<file path="config.mk">
export PLATFORM = sky130hd
export DESIGN_NAME = hid_keys_to_key_matrix
export DESIGN_NICKNAME = d
export VERILOG_FILES = /design/src/design/hkkm_pkg.sv /design/src/design/hkkm_lane.sv /design/src/design/hkkm_merge.sv /design/src/design/hid_keys_to_key_matrix.sv
export SDC_FILE = /design/constraint.sdc
export NUM_CORES = 1
export LEC_CHECK = 0
export ABC_CLOCK_PERIOD_IN_PS = 3100
export BUFFER_PORTS_ARGS = -buffer_cell sky130_fd_sc_hd__buf_4
export CAP_MARGIN = 20
export CORE_ASPECT_RATIO = 1.75
export CORE_MARGIN = 5
export CORE_UTILIZATION = 30
export CTS_CLUSTER_DIAMETER = 100
export CTS_CLUSTER_SIZE = 10
export DETAILED_ROUTE_END_ITERATION = 8
export HOLD_SLACK_MARGIN = 0.02
export PLACE_DENSITY = 0.51
export SLEW_MARGIN = 5
export SYNTH_ARGS = -nofsm -noshare
export SYNTH_HDL_FRONTEND = slang
export SYNTH_SLANG_ARGS = --single-unit
</file>
<file path="constraint.sdc">
create_clock -name clk -period 3.1 [get_ports clk]
set_input_delay 0.155 -clock clk [delete_from_list [all_inputs] [get_ports clk]]
set_output_delay 0.155 -clock clk [all_outputs]
set_load 0.005 [all_outputs]
</file>
<file path="src/design/hkkm_pkg.sv">
// ----------------------------------------------------------------------------
// hkkm_pkg
// Shared types and constants for the HID report to key matrix translator.
// ----------------------------------------------------------------------------
package hkkm_pkg;

    localparam int ROW_COUNT  = 8;
    localparam int ROW_WIDTH  = 8;
    localparam int MAP_WIDTH  = ROW_COUNT * ROW_WIDTH;
    localparam int LANE_COUNT = 6;
    localparam int CODE_WIDTH = 8;

    // Modifier byte bit carrying left shift
    localparam int MOD_LSHIFT_BIT = 1;

    // Transaction kinds on the input tuser bit
    localparam logic MODE_REPORT = 1'b0;
    localparam logic MODE_READ   = 1'b1;

    // USB HID usage codes
    localparam logic [7:0] HID_A       = 8'h04;
    localparam logic [7:0] HID_Z       = 8'h1d;
    localparam logic [7:0] HID_1       = 8'h1e;
    localparam logic [7:0] HID_2       = 8'h1f;
    localparam logic [7:0] HID_6       = 8'h23;
    localparam logic [7:0] HID_7       = 8'h24;
    localparam logic [7:0] HID_8       = 8'h25;
    localparam logic [7:0] HID_9       = 8'h26;
    localparam logic [7:0] HID_0       = 8'h27;
    localparam logic [7:0] HID_RETURN  = 8'h28;
    localparam logic [7:0] HID_ESC     = 8'h29;
    localparam logic [7:0] HID_BKSP    = 8'h2a;
    localparam logic [7:0] HID_SPACE   = 8'h2c;
    localparam logic [7:0] HID_DASH    = 8'h2d;
    localparam logic [7:0] HID_EQUALS  = 8'h2e;
    localparam logic [7:0] HID_SEMI    = 8'h33;
    localparam logic [7:0] HID_QUOTE   = 8'h34;
    localparam logic [7:0] HID_CMA     = 8'h36;
    localparam logic [7:0] HID_PERIOD  = 8'h37;
    localparam logic [7:0] HID_FSLASH  = 8'h38;
    localparam logic [7:0] HID_F1      = 8'h3a;
    localparam logic [7:0] HID_ARROW_R = 8'h4f;
    localparam logic [7:0] HID_ARROW_L = 8'h50;
    localparam logic [7:0] HID_ARROW_D = 8'h51;
    localparam logic [7:0] HID_ARROW_U = 8'h52;
    localparam logic [7:0] HID_LCTRL   = 8'he0;
    localparam logic [7:0] HID_LSHIFT  = 8'he1;
    localparam logic [7:0] HID_RCTRL   = 8'he4;
    localparam logic [7:0] HID_RSHIFT  = 8'he5;

    // Bases: code - base is a letter's flat bit, a digit's offset past DIGIT_ROW0
    localparam logic [7:0] LETTER_BASE = 8'h03;
    localparam logic [7:0] DIGIT_BASE  = 8'h1d;
    localparam int         DIGIT_ROW0  = 32;

    // Flat matrix bit positions: row * 8 + bit
    localparam int POS_AT     = 0;
    localparam int POS_0      = 32;
    localparam int POS_QUOTE  = 34;
    localparam int POS_AMP    = 38;
    localparam int POS_8      = 40;
    localparam int POS_9      = 41;
    localparam int POS_COLON  = 42;
    localparam int POS_SEMI   = 43;
    localparam int POS_COMMA  = 44;
    localparam int POS_MINUS  = 45;
    localparam int POS_DOT    = 46;
    localparam int POS_SLASH  = 47;
    localparam int POS_ENTER  = 48;
    localparam int POS_CLEAR  = 49;
    localparam int POS_BREAK  = 50;
    localparam int POS_UP     = 51;
    localparam int POS_DOWN   = 52;
    localparam int POS_LEFT   = 53;
    localparam int POS_RIGHT  = 54;
    localparam int POS_SPACE  = 55;
    localparam int POS_LSHIFT = 56;
    localparam int POS_RSHIFT = 57;
    localparam int POS_CTRL   = 60;

    typedef logic [MAP_WIDTH-1:0] key_map_t;

    // What one decode lane found for its code
    typedef struct packed {
        key_map_t keys;
        logic     kill_shift;
    } lane_out_t;

    // One result transaction
    typedef struct packed {
        logic                 map_changed;
        logic [ROW_WIDTH-1:0] read_data;
    } result_t;

endpackage

</file>
<file path="src/design/hkkm_lane.sv">
// ----------------------------------------------------------------------------
// hkkm_lane
// Decodes one HID usage code into matrix key bits and a shift kill flag.
// ----------------------------------------------------------------------------
module hkkm_lane
    import hkkm_pkg::*;
(
    input  logic [CODE_WIDTH-1:0] code,
    input  logic                  shift,
    output lane_out_t             result
);

    logic [7:0] letter_pos;
    logic [7:0] digit_pos;
    logic [5:0] digit_idx;

    assign letter_pos = code - LETTER_BASE;
    assign digit_pos  = code - DIGIT_BASE;
    assign digit_idx  = 6'(DIGIT_ROW0) + {2'b00, digit_pos[3:0]};

    // Priority order matters: shifted digits win over the plain digit run
    always_comb
    begin
        result = '0;
        if (code >= HID_A && code <= HID_Z)
        begin
            result.keys[letter_pos[5:0]] = 1'b1;
        end
        else if (code == HID_2 && shift)
        begin
            result.keys[POS_AT] = 1'b1;
            result.kill_shift   = 1'b1;
        end
        else if (code == HID_6 && shift)
        begin
            result.kill_shift = 1'b1;
        end
        else if (code == HID_7 && shift)
        begin
            result.keys[POS_AMP] = 1'b1;
        end
        else if (code == HID_8 && shift)
        begin
            result.keys[POS_COLON] = 1'b1;
        end
        else if (code == HID_9 && shift)
        begin
            result.keys[POS_8]      = 1'b1;
            result.keys[POS_LSHIFT] = 1'b1;
        end
        else if (code == HID_0 && shift)
        begin
            result.keys[POS_9]      = 1'b1;
            result.keys[POS_LSHIFT] = 1'b1;
        end
        else if (code >= HID_1 && code <= HID_9)
        begin
            result.keys[digit_idx] = 1'b1;
        end
        else if (code == HID_0)
        begin
            result.keys[POS_0] = 1'b1;
        end
        else if (code == HID_SEMI)
        begin
            if (shift)
            begin
                result.keys[POS_COLON] = 1'b1;
            end
            else
            begin
                result.keys[POS_SEMI] = 1'b1;
            end
            result.kill_shift = 1'b1;
        end
        else if (code == HID_QUOTE && shift)
        begin
            result.keys[POS_QUOTE]  = 1'b1;
            result.keys[POS_LSHIFT] = 1'b1;
        end
        else if (code == HID_CMA)
        begin
            result.keys[POS_COMMA] = 1'b1;
        end
        else if (code == HID_PERIOD)
        begin
            result.keys[POS_DOT] = 1'b1;
        end
        else if (code == HID_EQUALS)
        begin
            // '=' is shift+minus, '+' is shift+semicolon
            if (shift)
            begin
                result.keys[POS_SEMI] = 1'b1;
            end
            else
            begin
                result.keys[POS_MINUS] = 1'b1;
            end
            result.keys[POS_LSHIFT] = 1'b1;
        end
        else if (code == HID_DASH && !shift)
        begin
            result.keys[POS_MINUS] = 1'b1;
            result.kill_shift      = 1'b1;
        end
        else if (code == HID_FSLASH)
        begin
            result.keys[POS_SLASH] = 1'b1;
        end
        else if (code == HID_RETURN)
        begin
            result.keys[POS_ENTER] = 1'b1;
        end
        else if (code == HID_BKSP || code == HID_ARROW_L)
        begin
            result.keys[POS_LEFT] = 1'b1;
        end
        else if (code == HID_ESC)
        begin
            result.keys[POS_BREAK] = 1'b1;
        end
        else if (code == HID_ARROW_U)
        begin
            result.keys[POS_UP] = 1'b1;
        end
        else if (code == HID_ARROW_D)
        begin
            result.keys[POS_DOWN] = 1'b1;
        end
        else if (code == HID_ARROW_R)
        begin
            result.keys[POS_RIGHT] = 1'b1;
        end
        else if (code == HID_SPACE)
        begin
            result.keys[POS_SPACE] = 1'b1;
        end
        else if (code == HID_F1)
        begin
            result.keys[POS_CLEAR] = 1'b1;
        end
        else if (code == HID_LSHIFT)
        begin
            result.keys[POS_LSHIFT] = 1'b1;
        end
        else if (code == HID_RSHIFT)
        begin
            result.keys[POS_RSHIFT] = 1'b1;
        end
        else if (code == HID_LCTRL || code == HID_RCTRL)
        begin
            result.keys[POS_CTRL] = 1'b1;
        end
    end

endmodule

</file>
<file path="src/design/hkkm_merge.sv">
// ----------------------------------------------------------------------------
// hkkm_merge
// Merges the lane outputs, holds the key matrix and performs the row read.
// ----------------------------------------------------------------------------
module hkkm_merge
    import hkkm_pkg::*;
(
    input  logic                 clk,
    input  logic                 rst_n,
    input  logic                 accept,
    input  logic                 mode,
    input  logic [ROW_COUNT-1:0] read_address,
    input  lane_out_t            lanes [LANE_COUNT],
    output result_t              result
);

    key_map_t matrix_rows_reg;
    key_map_t matrix_rows_next;
    key_map_t merged;
    key_map_t read_rows;
    logic     kill;

    always_comb
    begin
        merged = '0;
        kill   = 1'b0;
        for (int i = 0; i < LANE_COUNT; i++)
        begin
            merged = merged | lanes[i].keys;
            kill   = kill | lanes[i].kill_shift;
        end
        // Drop both shift keys when any lane asked for it
        if (kill)
        begin
            merged[POS_LSHIFT] = 1'b0;
            merged[POS_RSHIFT] = 1'b0;
        end
    end

    always_comb
    begin
        matrix_rows_next = matrix_rows_reg;
        if (accept && mode == MODE_REPORT)
        begin
            matrix_rows_next = merged;
        end
    end

    always_ff @(posedge clk or negedge rst_n)
    begin
        if (!rst_n)
        begin
            matrix_rows_reg <= '0;
        end
        else
        begin
            matrix_rows_reg <= matrix_rows_next;
        end
    end

    // A report reads back the rows it is about to store
    assign read_rows = (mode == MODE_REPORT) ? merged : matrix_rows_reg;

    always_comb
    begin
        result.read_data = '0;
        for (int j = 0; j < ROW_COUNT; j++)
        begin
            if (read_address[j])
            begin
                result.read_data = result.read_data | read_rows[j*ROW_WIDTH +: ROW_WIDTH];
            end
        end
        result.map_changed = (mode == MODE_REPORT) && (merged != matrix_rows_reg);
    end

    a_read_keeps_matrix: assert property (@(posedge clk) disable iff (!rst_n)
        accept && mode == MODE_READ |=> $stable(matrix_rows_reg))
        else $error("matrix changed on a read transaction");

    a_changed_means_update: assert property (@(posedge clk) disable iff (!rst_n)
        accept && result.map_changed |=> matrix_rows_reg != $past(matrix_rows_reg))
        else $error("change flagged but stored rows did not change");

endmodule

</file>
<file path="src/design/hid_keys_to_key_matrix.sv">
// ----------------------------------------------------------------------------
// hid_keys_to_key_matrix
// USB boot keyboard report to 8 x 8 key matrix translator with row read.
//
//  channel  dir  width  contents
//  s_*      in   64+1   report or read request
//  m_*      out  16     read data and change flag
//
// One transaction per cycle while s_tready is high: six decode lanes and
// the merge/compare are a single combinational stage ahead of the output
// register. Results land in the output register, or in the skid on a stall.
// A two-entry output buffer (register plus skid) keeps s_tready high while one
// result waits; s_tready drops only when both entries are full.
// Reset clears the key matrix to all zero and empties the output buffer.
// ----------------------------------------------------------------------------
module hid_keys_to_key_matrix
    import hkkm_pkg::*;
(
    input  logic        clk,
    input  logic        rst_n,
    input  logic        s_tvalid,
    output logic        s_tready,
    // modifiers, key_code_0 .. key_code_5, read_address
    input  logic [63:0] s_tdata,
    // mode
    input  logic [0:0]  s_tuser,
    output logic        m_tvalid,
    input  logic        m_tready,
    // read_data, map_changed, zero pad
    output logic [15:0] m_tdata
);

    lane_out_t lanes [LANE_COUNT];
    result_t   result;
    logic      in_fire;
    logic      out_fire;
    logic      shift;

    logic      out_valid_reg;
    logic      out_valid_next;
    result_t   out_data_reg;
    result_t   out_data_next;
    logic      skid_valid_reg;
    logic      skid_valid_next;
    result_t   skid_data_reg;
    result_t   skid_data_next;

    assign shift    = s_tdata[MOD_LSHIFT_BIT];
    assign s_tready = !skid_valid_reg;
    assign in_fire  = s_tvalid && s_tready;
    assign out_fire = m_tvalid && m_tready;

    for (genvar i = 0; i < LANE_COUNT; i++)
    begin : g_lane
        hkkm_lane u_lane (
            .code   (s_tdata[CODE_WIDTH*(i+1) +: CODE_WIDTH]),
            .shift  (shift),
            .result (lanes[i])
        );
    end

    hkkm_merge u_merge (
        .clk          (clk),
        .rst_n        (rst_n),
        .accept       (in_fire),
        .mode         (s_tuser[0]),
        .read_address (s_tdata[63:56]),
        .lanes        (lanes),
        .result       (result)
    );

    always_comb
    begin
        out_valid_next  = out_valid_reg;
        out_data_next   = out_data_reg;
        skid_valid_next = skid_valid_reg;
        skid_data_next  = skid_data_reg;
        if (!out_valid_reg || out_fire)
        begin
            // Advance the skid entry first, else load the new result
            if (skid_valid_reg)
            begin
                out_valid_next  = 1'b1;
                out_data_next   = skid_data_reg;
                skid_valid_next = 1'b0;
            end
            else
            begin
                out_valid_next = in_fire;
                out_data_next  = result;
            end
        end
        else if (in_fire)
        begin
            skid_valid_next = 1'b1;
            skid_data_next  = result;
        end
    end

    always_ff @(posedge clk or negedge rst_n)
    begin
        if (!rst_n)
        begin
            out_valid_reg  <= 1'b0;
            skid_valid_reg <= 1'b0;
        end
        else
        begin
            out_valid_reg  <= out_valid_next;
            skid_valid_reg <= skid_valid_next;
        end
    end

    always_ff @(posedge clk)
    begin
        out_data_reg  <= out_data_next;
        skid_data_reg <= skid_data_next;
    end

    assign m_tvalid = out_valid_reg;
    assign m_tdata  = {7'd0, out_data_reg.map_changed, out_data_reg.read_data};

    a_skid_behind_out: assert property (@(posedge clk) disable iff (!rst_n)
        skid_valid_reg |-> out_valid_reg)
        else $error("skid entry held while output register empty");

    a_accept_lands: assert property (@(posedge clk) disable iff (!rst_n)
        in_fire && !out_valid_reg |=> out_valid_reg && !skid_valid_reg)
        else $error("accepted transaction not placed in output register");

    a_stall_fills_skid: assert property (@(posedge clk) disable iff (!rst_n)
        in_fire && out_valid_reg && !m_tready |=> skid_valid_reg)
        else $error("transaction accepted under stall was not held in skid");

endmodule
</file>
==> results.md, run 1 <==
* Status: finished, violations left
* Failing checks: setup timing
* Min-delay worst type: input pin to flip-flop
* Static Leak at between 0.009 and 0.01 uW
* Syn. warnings at 0
* Reg2reg setup slack at 0.19 ns
* Setup crit end kind: flip-flop
* RSZ-0062 raised after global routing: yes
* Via-per-instance ratio at 6.01
* Req. time, crit path at 3.21 ns
* Critical R2R Capture: m_tdata[8]$_DFFE_PN_
* Max Slew Vio Count at 0
* Post-Synth XOR/XNOR Area at 4.59%
* Post-Synth Simple-Gate Area at 39.3%
* Post-synthesis mux area share at 1.38%
* Sw Pwr at 1820 uW
* Flop pwr share at 25.5%
* Critical R2R Launch: u_merge.matrix_rows_reg[61]$_DFFE_PN0P_
* Sw Ratio at 38.1%
* Top cell type's share of synthesized area at 12.4%
* Design Power at roughly 4800 uW
* Synthesized area at ~0.013 sq mm
* Via count at 19653
* Full die area at 0.0490 sq mm
* Final Setup Violations at 6
* Distinct cells, synth at 99
* Post-Synth Adder-Cell Area at under 10%
* Post-DP HPWL at 81000 um
* Initial DRC Count at 1879
* IO Count at between 80 and 90
* CTS tree: done
* GRT overflow at 0
* Clk Latency, worst-skew pair at 0.37 ns
* Root buffer cell: clkbuf_16
* Final Hold Fails at 0
* Total Wirelength at 97700 um
* Largest net degree at the start of global routing at 67
* Max reg flops at 64
* Pwr/cell area at 212 mW/mm^2
* Critical Path AT at 3.46 ns
* Chip Width at 170 um
* Mean Syn Cell Area at 7.03 sq um
* Cells after synthesis at about 1900
* Worst setup path start: s_tdata[41]
* Register bit count reported by yosys at 84
* TritonCTS Buffers at 9
* Combinational share of power at 48.2%
* Initial antenna violation count at 2
* Max-slew headroom at 37.4%
* Crit path cell chain: buf_6 > buf_6 > clkinvlp_4 > ha_4 > nor3b_4 > nand4_1 > o311ai_4 > a211oi_2 > o31a_1 > o21ai_0 > a222oi_1 > buf_4 > nand4_1 > buf_4 > mux2_4
* Core box area at 0.0442 sq mm
* Synth top cells by count: nand2_1 (248), nor2_1 (126), o21ai_0 (120), clkbuf_1 (102), nand3_1 (89)
* H-tree level count at 3
* Max-cap viol count at 0
* First-pass GRT wire length at 136000 um
* Worst clock skew at 0.0140 ns
* Hold_sp: s_tvalid
* Post-route ant nets at 0
* Layout cells sized above 1 at 44.6%
* Drt drc at 0
* Crit Path Class: input pin to flip-flop
* Slack of the critical path at -0.243 ns
* Most instantiated library cell after synthesis: nand2_1
* Setup TNS at -0.962 ns
* Vias in the first global route at 19666
* Dpl ws at -1.07 ns
* Setup crit start kind: input pin
* Worst setup path end: m_tdata[4]$_DFFE_PN_
* Clock network power share at 26.3%
* Worst-case clock buffer depth at 2
* Sequential area share after synthesis at 16.4%
* CTS clk-pin slew, worst paths at around 0.06 ns
* Max Fclk at 299 MHz
* Row count at around 100
* Tcrit/Tclk final at 108%
* Cell taking the most area after synthesis: dfrtp_1
* Layout Nets at 2798
* VDD IR max at around 0.45 mV
* Initial core utilization at 30.3%
* Synth top area cells: dfrtp_1 (12%), nand2_1 (7.0%), o21ai_0 (4.5%)
* Critical-path top delay cell: o31a_1
* Crit Path Max Fanout at 5
* Reg2reg path depth at 8
* Vert. Die Dim at 289 um
* Internal power at 2970 uW
* Min Hold Slack at 0.0379 ns
* Global-route usage over all layers at around two fifths
* I/O Buffers at 72
* Synth Flop Type: dfrtp_1
* Synth Area in Compound Gates at 28.0%
* Post-DR wirelength/cell at 29.9 um
* Clock sink total at 84
* Crit-path max cell delay at between 0.3 and 0.4 ns
* Slew @ Worst Pin at between 0.9 and 1 ns
* DR pass1 iterations at 6
* Number of synthesized flops with an enable pin at 18
* Async SR Flop Fraction at 78.6%
* Synthesis-to-layout area growth at 69.0%
* Combinational family with the most area after synthesis: simple AND/OR/NAND/NOR gates
* Tmin final at 3.34 ns
* Final GP Congestion at between 1 and 1.5
## cells in the final DEF (no fill, tap or decap), drive strengths merged, types with 14 or more instances in the layout
| cell type | Yosys | layout |
|---|---|---|
| nor2 | 127 | 127 |
| a211oi | 24 | 24 |
| nand2b | 32 | 32 |
| nand3b | 14 | 14 |
| nor3 | 77 | 77 |
| and2 | 26 | 26 |
| nor3b | 27 | 27 |
| and3 | 24 | 24 |
| nand4 | 69 | 69 |
| o21ai | 131 | 131 |
| xnor2 | 41 | 41 |
| xor2 | 29 | 29 |
| a32oi | 25 | 25 |
| nand2 | 248 | 248 |
| inv | 51 | 49 |
| or3 | 27 | 27 |
| nor2b | 46 | 46 |
| nor4 | 43 | 43 |
| o221ai | 17 | 17 |
| o22ai | 49 | 49 |
| a31oi | 31 | 31 |
| buf | 57 | 930 |
| a221oi | 14 | 14 |
| nand3 | 89 | 89 |
| edfxtp | 18 | 18 |
| dfrtp | 66 | 66 |
| a21oi | 64 | 64 |
| a22oi | 27 | 27 |
| ha | 39 | 39 |
| o211ai | 29 | 29 |
| o32ai | 15 | 15 |
| nor4b | 16 | 16 |
## stage by stage
| stage | instances | utilization (%) | instance area, sq um |
|---|---|---|---|
| after floorplan | 1907 | - | 13500 |
| after global routing | 3267 | 51.2 | 22600 |
| after CTS | 3248 | 49.0 | 21600 |
| final | 3268 | 51.2 | 22600 |
| after global placement | 3200 | 46.0 | 20300 |
| after detailed placement | 3200 | 46.0 | 20300 |
## cell families (layout without fill, tap and decap cells)
| logic type | Yosys count | count (layout) |
|---|---|---|
| AOI/OAI and AO/OA | 538 | 538 |
| xor gates and xnor gates | 70 | 70 |
| adders and majority gates | 39 | 39 |
| buffers and inverters | 210 | 998 |
| DFF | 84 | 84 |
| muxes | 17 | 17 |
| other | 1 | 8 |
| and+or+nand+nor | 942 | 942 |
## cell type report
cell class,count,area [sq um]
clock inverters,3,47.5
well taps,572,716
inverters,51,219
multi-input cells,1613,11700
clock buffers,13,303
repair buffers,931,7400
fillers,4417,21600
diodes,1,2.50
flip-flops and latches,84,2190
## how the worst min path moves through the flow
stage / slack, ns / endpoint / depth (start not counted)
2_1_floorplan: -0.14 / m_tvalid$_DFFE_PN0N_ / 0
3_3_place_gp: 0.32 / u_merge.matrix_rows_reg[6]$_DFFE_PN0P_ / 1
3_5_place_dp: 0.33 / u_merge.matrix_rows_reg[20]$_DFFE_PN0P_ / 1
4_1_cts: 0.03 / m_tvalid$_DFFE_PN0N_ / 3
5_1_grt: 0.06 / m_tvalid$_DFFE_PN0N_ / 3
6_report: 0.04 / m_tvalid$_DFFE_PN0N_ / 3
## critical path, delay by kind of cell
family | cells | cell delay [ns]
buffers and inverters | 5 | 0.78
AND/OR/NAND/NOR | 3 | 0.69
adder cells (fa/ha/maj) | 1 | 0.21
AO/OA/AOI/OAI | 5 | 1.37
multiplexers | 1 | 0.25
## routing by layer
layer  up-vias  wire length, um  global-route usage (%)
li1       8819                -                       -
met5         -               13                       0
met4         2            13000                    38.4
met1      9504            29800                    33.8
met2       894            50300                    71.8
met3       434             4570                    5.31
## power by group through the flow
| stage | clock network, uW | logic, uW | registers, uW |
|---|---|---|---|
| floorplan | 0 | 860 | 1230 |
| detailed placement | 0 | 2030 | 1240 |
| global route | 1300 | 2410 | 1220 |
| CTS | 1270 | 2130 | 1220 |
| global placement | 0 | 2020 | 1240 |
| finish | 1260 | 2310 | 1220 |
## what timing repair did
action	CTS	global route
hold buffers	1	0
setup endpoints to repair	16	15
gates resized for setup	153	167
hold endpoints to repair	66	0
cloned	0	0
pin swaps	52	66
setup buffers	33	24
(Power assumes the default switching activity.)
==> run 2: changes to the inputs <==
SETUP_SLACK_MARGIN = 0.15   (was default)
==> run 2 against run 1 <==
  * Sequential power about the same
  * Critical path depth rose by 1
  * The flow still finishes with violations (setup timing)
  * Clock skew is 0.0066 ns lower
  * Largest cell class unchanged
  * Power fell by 3.4%
  * Largest power group unchanged
==> results.md, run 2 (same netlist as run 1, synthesis figures left out) <==
* Status: finished, violations left
* Failing checks: setup timing
* CP top delay family: simple AND/OR/NAND/NOR gates
* Initial core utilization at 30.3%
* Combinational share of power at around half
* Crit Path Max Fanout at 6
* Max Slew Vio Count at 0
* Inst Count DP at 3226
* Initial antenna violation count at 2
* Gr busiest metal: met2
* Max-slew headroom at 38.1%
* Crit Path Class: input pin to flip-flop
* Max-cap viol count at 0
* Core box area at about 0.044 sq mm
* Sw Pwr at 1860 uW
* Post-route ant nets at 0
* Vert. Die Dim at a little under 300 um
* Setup TNS at -1.27 ns
* Layout Cells excl Fill at 3267
* Worst path bufs/invs at 6
* Met2 usage at 70.0%
* Via count at 19412
* Layout Nets at roughly 2800
* Final Setup Violations at 9
* Critical-path top delay cell: or3_4
* H-tree level count at 3
* First-pass GRT wire length at ~130000 um
* Footprint of the multi-input gates at 0.0116 sq mm
* Root buffer cell: clkbuf_16
* Row count at 102
* Via-per-instance ratio at 5.94
* Worst clock skew at roughly 0.0074 ns
* Crit-path max cell delay at approximately 0.44 ns
* Vias in the first global route at 19737
* Clk Latency, worst-skew pair at 0.36 ns
* Chip Width at 170 um
* I/O Buffers at 72
* Layout cells sized above 1 at 43.7%
* Slew @ Worst Pin at between 0.9 and 1 ns
* Min-delay worst type: input pin to flip-flop
* Setup crit end kind: flip-flop
* RSZ-0062 raised after global routing: yes
* Tmin final at roughly 3.4 ns
* Crit path cell chain: buf_4 > buf_4 > or3_1 > or3_4 > buf_4 > nand2b_1 > o32ai_1 > buf_4 > nor3_1 > buf_4 > xnor2_1 > nor4_2 > buf_4 > nand4_1 > nor4_4 > o31ai_1
* Drt drc at 0
* Req. time, crit path at 3.22 ns
* Final Hold Fails at 0
* Design Power at 4630 uW
* Clock network power share at between 20 and 25%
* Full die area at 0.0490 sq mm
* CTS tree: done
* Met1 Track Usage GR at 32.1%
* Max Fclk at 295 MHz
* Min Hold Slack at ~0.035 ns
* # fillers at 4400
* DR pass1 iterations at 6
* GRT overflow at 0
* Met3 usage at 4.83%
* Max reg flops at 64
* TritonCTS Buffers at 9
* VDD IR max at between 0.5 and 0.6 mV
* IO Count at 87
* Worst-case clock buffer depth at 2
* Largest net degree at the start of global routing at 67
* Post-DR wirelength/cell at 28.8 um
* CTS clk-pin slew, worst paths at 0.07 ns
* Critical Path AT at roughly 3.5 ns
* FF/Latch Area at 0.00219 sq mm
* Commonest cells after routing, fill and taps aside: buf_4 (866), nand2_1 (242), nor2_1 (120), o21ai_0 (103), nand3_1 (86)
* Sw Ratio at 40.1%
* Setup crit start kind: input pin
* Global-route usage over all layers at 36.9%
* Tcrit/Tclk final at 109%
* Pwr/cell area at 207 mW/mm^2
* Clock sink total at 84
* Synthesis-to-layout area growth at 67.7%
* Initial DRC Count at around 1600
* Final GP Congestion at 1.11
* Dpl ws at -1.55 ns
* Slack of the critical path at -0.292 ns
* Most frequent CP cell: buf_4
* Internal power at 2770 uW
* Total Wirelength at 94000 um
* Static Leak at 0.00955 uW
* Commonest non-fill, non-tap cell in the layout: buf_4
* Flop pwr share at 26.3%
* Post-DP HPWL at about 80000 um
==> run 2: cell types whose count changed in the layout (fill, tap and decap cells not counted), sizes merged <==
| cell | previous run | this run |
|---|---|---|
| buf | 930 | 929 |
| bufinv | 1 | 0 |
| clkbuf | 13 | 9 |
| clkinvlp | 2 | 0 |
| inv | 49 | 56 |
==> run 2: worst register-to-register path, delay by kind of cell (launching register included) <==
kind	cells	cell delay (ns)
flops	1	0.44
compound gates	1	0.10
simple gates	7	2.20
==> run 2: power groups by stage <==
stage	logic, uW	clock network, uW	registers, uW
after floorplan	867	0	1230
final	2290	1120	1220
after detailed placement	2090	0	1240
after global routing	2400	1170	1220
after CTS	2180	1130	1220
after global placement	2080	0	1240
==> run 2: cell type report <==
cell class	count	share of cell area, %
clock buffers	9	1.01
multi-input cells	1613	51.6
inverters	51	0.944
diodes	1	0.0112
flip-flops and latches	84	9.78
clock inverters	7	0.341
well taps	572	3.19
repair buffers	930	33.1
==> run 2: worst paths after layout <==
check	start	endpoint	slack (ns)	depth (start not counted)
min reg2reg	u_merge.matrix_rows_reg[62]$_DFFE_PN0P_	u_merge.matrix_rows_reg[62]$_DFFE_PN0P_	0.54	1
max in group asynchronous	rst_n	u_merge.matrix_rows_reg[41]$_DFFE_PN0P_	2.01	2
max reg2reg	u_merge.matrix_rows_reg[61]$_DFFE_PN0P_	m_tdata[8]$_DFFE_PN_	0.13	8
min	s_tvalid	m_tvalid$_DFFE_PN0N_	0.04	3
min in group asynchronous	rst_n	u_merge.matrix_rows_reg[28]$_DFFE_PN0P_	0.46	2
max	s_tdata[55]	m_tdata[8]$_DFFE_PN_	-0.29	16
==> run 2: what timing repair did <==
action	CTS	global route
resized for setup	155	114
endpoints found under the setup margin	19	16
hold buffers	1	0
endpoints found under the hold margin	66	0
pin swaps	62	41
buffers inserted	13	10
==> run 2: through the flow <==
stage | instance area (sq um) | util [%]
3_5_place_dp | 20700 | 46.8
5_1_grt | 22400 | 50.7
2_1_floorplan | 13600 | -
6_report | 22400 | 50.7
3_3_place_gp | 20700 | 46.8
4_1_cts | 21800 | 49.3
==> run 2: per-layer routing <==
metal,routed length [um],vias to the layer above,part of all wire (%)
li1,-,8822,-
met1,28900,9361,31
met3,4110,396,4.4
met2,48800,833,52
met4,12100,0,13
met5,0,-,0
==> run 3: changes to the inputs <==
SYNTH_HIERARCHICAL = 1   (was default)
==> run 3 against run 2 <==
  * The flow still finishes with violations (setup timing)
  * Power shrank 1.8%
  * Clock power increased by 4%
  * Via count is 0.27% higher
  * Count of clock-buffer cells in the layout grew 3
  * Combinational power decreased by 6%
  * Critical path depth decreased by 1
  * Largest cell class unchanged
  * Clock skew is 0.00088 ns lower
  * Critical endpoint is now m_tdata[8]$_DFFE_PP_
==> results.md, run 3 <==
* Status: finished, violations left
* Failing checks: setup timing
* Final instance area at ~0.023 sq mm
* Final core utilization at slightly below 50%
* Routed length on met3 at 3060 um
* Register bit count reported by yosys at 84
* Synthesized area at 0.0141 sq mm
* Worst-case clock buffer depth at 2
* Max Slew Vio Count at 0
* Max-cap viol count at 0
* Hold path depth at 3
* Drt drc at 0
* Sequential area share after synthesis at 15.5%
* Initial DRC Count at 1551
* Cells after synthesis at 1997
* Post-DP HPWL at 68300 um
* Most instantiated library cell after synthesis: nor2_1
* Initial core utilization at between 30% and 40%
* Setup crit end kind: flip-flop
* Vert. Die Dim at 297 um
* Post-DR wirelength/cell at 24.9 um
* Root buffer cell: clkbuf_16
* Slew @ Worst Pin at 1.01 ns
* Critical R2R Capture: m_tdata[8]$_DFFE_PP_
* Commonest non-fill, non-tap cell in the layout: buf_4
* Global-route usage over all layers at 30.2%
* Via-per-instance ratio at between 5 and 6
* Final Setup Violations at 5
* Critical Path AT at between 3 and 4 ns
* TritonCTS Buffers at 9
* Most frequent CP cell: buf_4
* GRT overflow at 0
* CP top delay family: simple AND/OR/NAND/NOR gates
* Chip Width at 174 um
* Reg2reg path depth at 8
* Tmin final at 3.48 ns
* Min-delay worst type: input pin to flip-flop
* Row count at 105
* Crit Path Class: input pin to flip-flop
* IO Count at 87
* Max reg flops at 64
* Tcrit/Tclk final at 112%
* Combinational share of power at between 40 and 50%
* Hold_sp: s_tdata[63]
* Synth Flop Type: dfrtp_1
* Cell taking the most area after synthesis: dfrtp_1
* I/O Buffers at 72
* Number of diodes at 0
* Syn. warnings at 6
* Max Fclk at roughly 290 MHz
* Met2 WL at 43000 um
* Setup crit start kind: input pin
* Slack of the critical path at -0.384 ns
* Worst setup path start: s_tdata[16]
* Final GP Congestion at a little over 1
* Highest metal used: met4
* H-tree level count at 3
* Crit Path Max Fanout at 8
* Vias in the first global route at ~20000
* Hold EP: skid_data_reg[4]$_DFFE_PP_
* Number of synthesized flops with an enable pin at 18
* CTS clk-pin slew, worst paths at 0.06 ns
* Full die area at 0.0518 sq mm
* Metal-1 WL at 28700 um
* Internal power at ~2900 uW
* Final Hold Fails at 0
* Dpl ws at -1.19 ns
* Critical-path top delay cell: or4_4
* Distinct cells, synth at 70
* Largest net degree at the start of global routing at 73
* First-pass GRT wire length at 121000 um
* Core box area at 0.0468 sq mm
* Flop pwr share at 27.1%
* Worst clock skew at about 0.0065 ns
* Crit path cell chain: buf_4 > ha_1 > buf_4 > buf_4 > xnor2_1 > or4_4 > buf_4 > o32ai_1 > nor2_1 > nand2_1 > xor2_1 > nor4_1 > and3_4 > a41oi_2 > mux2_4
* Sw Ratio at approximately 37%
* VDD IR max at 0.481 mV
* RSZ-0062 raised after global routing: yes
* Crit-path max cell delay at 0.56 ns
* Pwr/cell area at 202 mW/mm^2
* Commonest cells after routing, fill and taps aside: buf_4 (787), nor2_1 (371), nand2_1 (100), nand3_1 (90), nand4_1 (85)
* Clock sink total at 84
* Via count at 19464
* Req. time, crit path at 3.21 ns
* Mean Syn Cell Area at 7.08 sq um
* Total Wirelength at 82100 um
* Post-route ant nets at 0
* Top cell type's share of synthesized area at 11.7%
* Synthesis-to-layout area growth at 59.4%
* Synth top cells by count: nor2_1 (398), nand2_1 (110), clkbuf_1 (96), nand3_1 (93), nand4_1 (85)
* Post-DP Area at 0.0205 sq mm
* Max-slew headroom at 31.6%
* Setup TNS at -0.790 ns
* Sw Pwr at approximately 1700 uW
* Clock network power share at 25.5%
* Reg2reg setup slack at 0.74 ns
* Layout Nets at 2809
* CTS tree: done
* Clk Latency, worst-skew pair at ~0.36 ns
* Worst path bufs/invs at 4
* Layout cells sized above 1 at between 40% and 50%
* Static Leak at 0.00946 uW
* Initial antenna violation count at 0
* Critical R2R Launch: u_merge/matrix_rows_reg[49]$_DFFE_PN0P_
* Async SR Flop Fraction at 78.6%
* DR pass1 iterations at 6
* Synth top area cells: dfrtp_1 (12%), nor2_1 (11%), mux2_2 (5.5%)
-- run 3: cell families (layout without fill, tap and decap cells) --
kind of cell               Yosys count  in the layout  share of synthesized area, %
xor gates and xnor gates            59             59                          3.65
muxes                               77             77                          6.34
AOI/OAI and AO/OA                  453            453                          23.8
adders and majority gates           36             36                          3.18
other                                7             37                         0.186
and+or+nand+nor                   1058           1058                          39.6
buffers and inverters              223            905                          7.81
DFF                                 84             84                          15.5
-- run 3: layout make-up --
type | count | area, sq um
Fill cell | 4724 | 24200
Multi-Input combinational cell | 1720 | 12400
Timing Repair Buffer | 844 | 6710
Sequential cell | 84 | 2190
Tap cell | 588 | 736
Clock buffer | 12 | 289
Inverter | 45 | 198
Clock inverter | 4 | 32.5
-- run 3: worst min-delay path: stages --
cell	delay (ns)
buf_4	0.24
nand3_1	0.12
o2111ai_1	0.14
-- run 3: what timing repair did --
item                                    in CTS  in global routing
setup buffers                               27                 11
gates cloned                                 0                  0
pin swaps                                   59                 47
endpoints found under the setup margin      19                 12
endpoints found under the hold margin       67                  0
gates resized for setup                    203                 86
hold buffers                                 2                  0
-- run 3: per-stage QoR --
step,power [uW],hold slack (ns),instances
floorplan,2190,-0.141,2027
finish,4550,0.444,3297
detailed placement,3170,0.325,3241
global route,4740,0.447,3297
CTS,4470,0.429,3286
global placement,3160,0.319,3240
-- run 3: worst max-delay path by stage --
stage,endpoint,depth (start not counted)
after global routing,m_tdata[8]$_DFFE_PP_,15
after floorplan,m_tdata[8]$_DFFE_PP_,14
after detailed placement,m_tdata[8]$_DFFE_PP_,16
after CTS,m_tdata[8]$_DFFE_PP_,15
final,m_tdata[8]$_DFFE_PP_,15
after global placement,m_tdata[8]$_DFFE_PP_,15
-- run 3: power groups by stage --
stage,Clock [uW],Combinational [uW],Sequential (uW)
final,1160,2150,1230
after global routing,1220,2280,1240
after CTS,1180,2060,1230
after detailed placement,0,1920,1250
after global placement,0,1900,1250
after floorplan,0,952,1240
-- run 3: per-layer routing --
layer	vias up	track usage, %
li1	8937	-
met1	9481	30.5
met2	767	57.5
met3	279	2.57
met4	0	21.4
met5	-	0
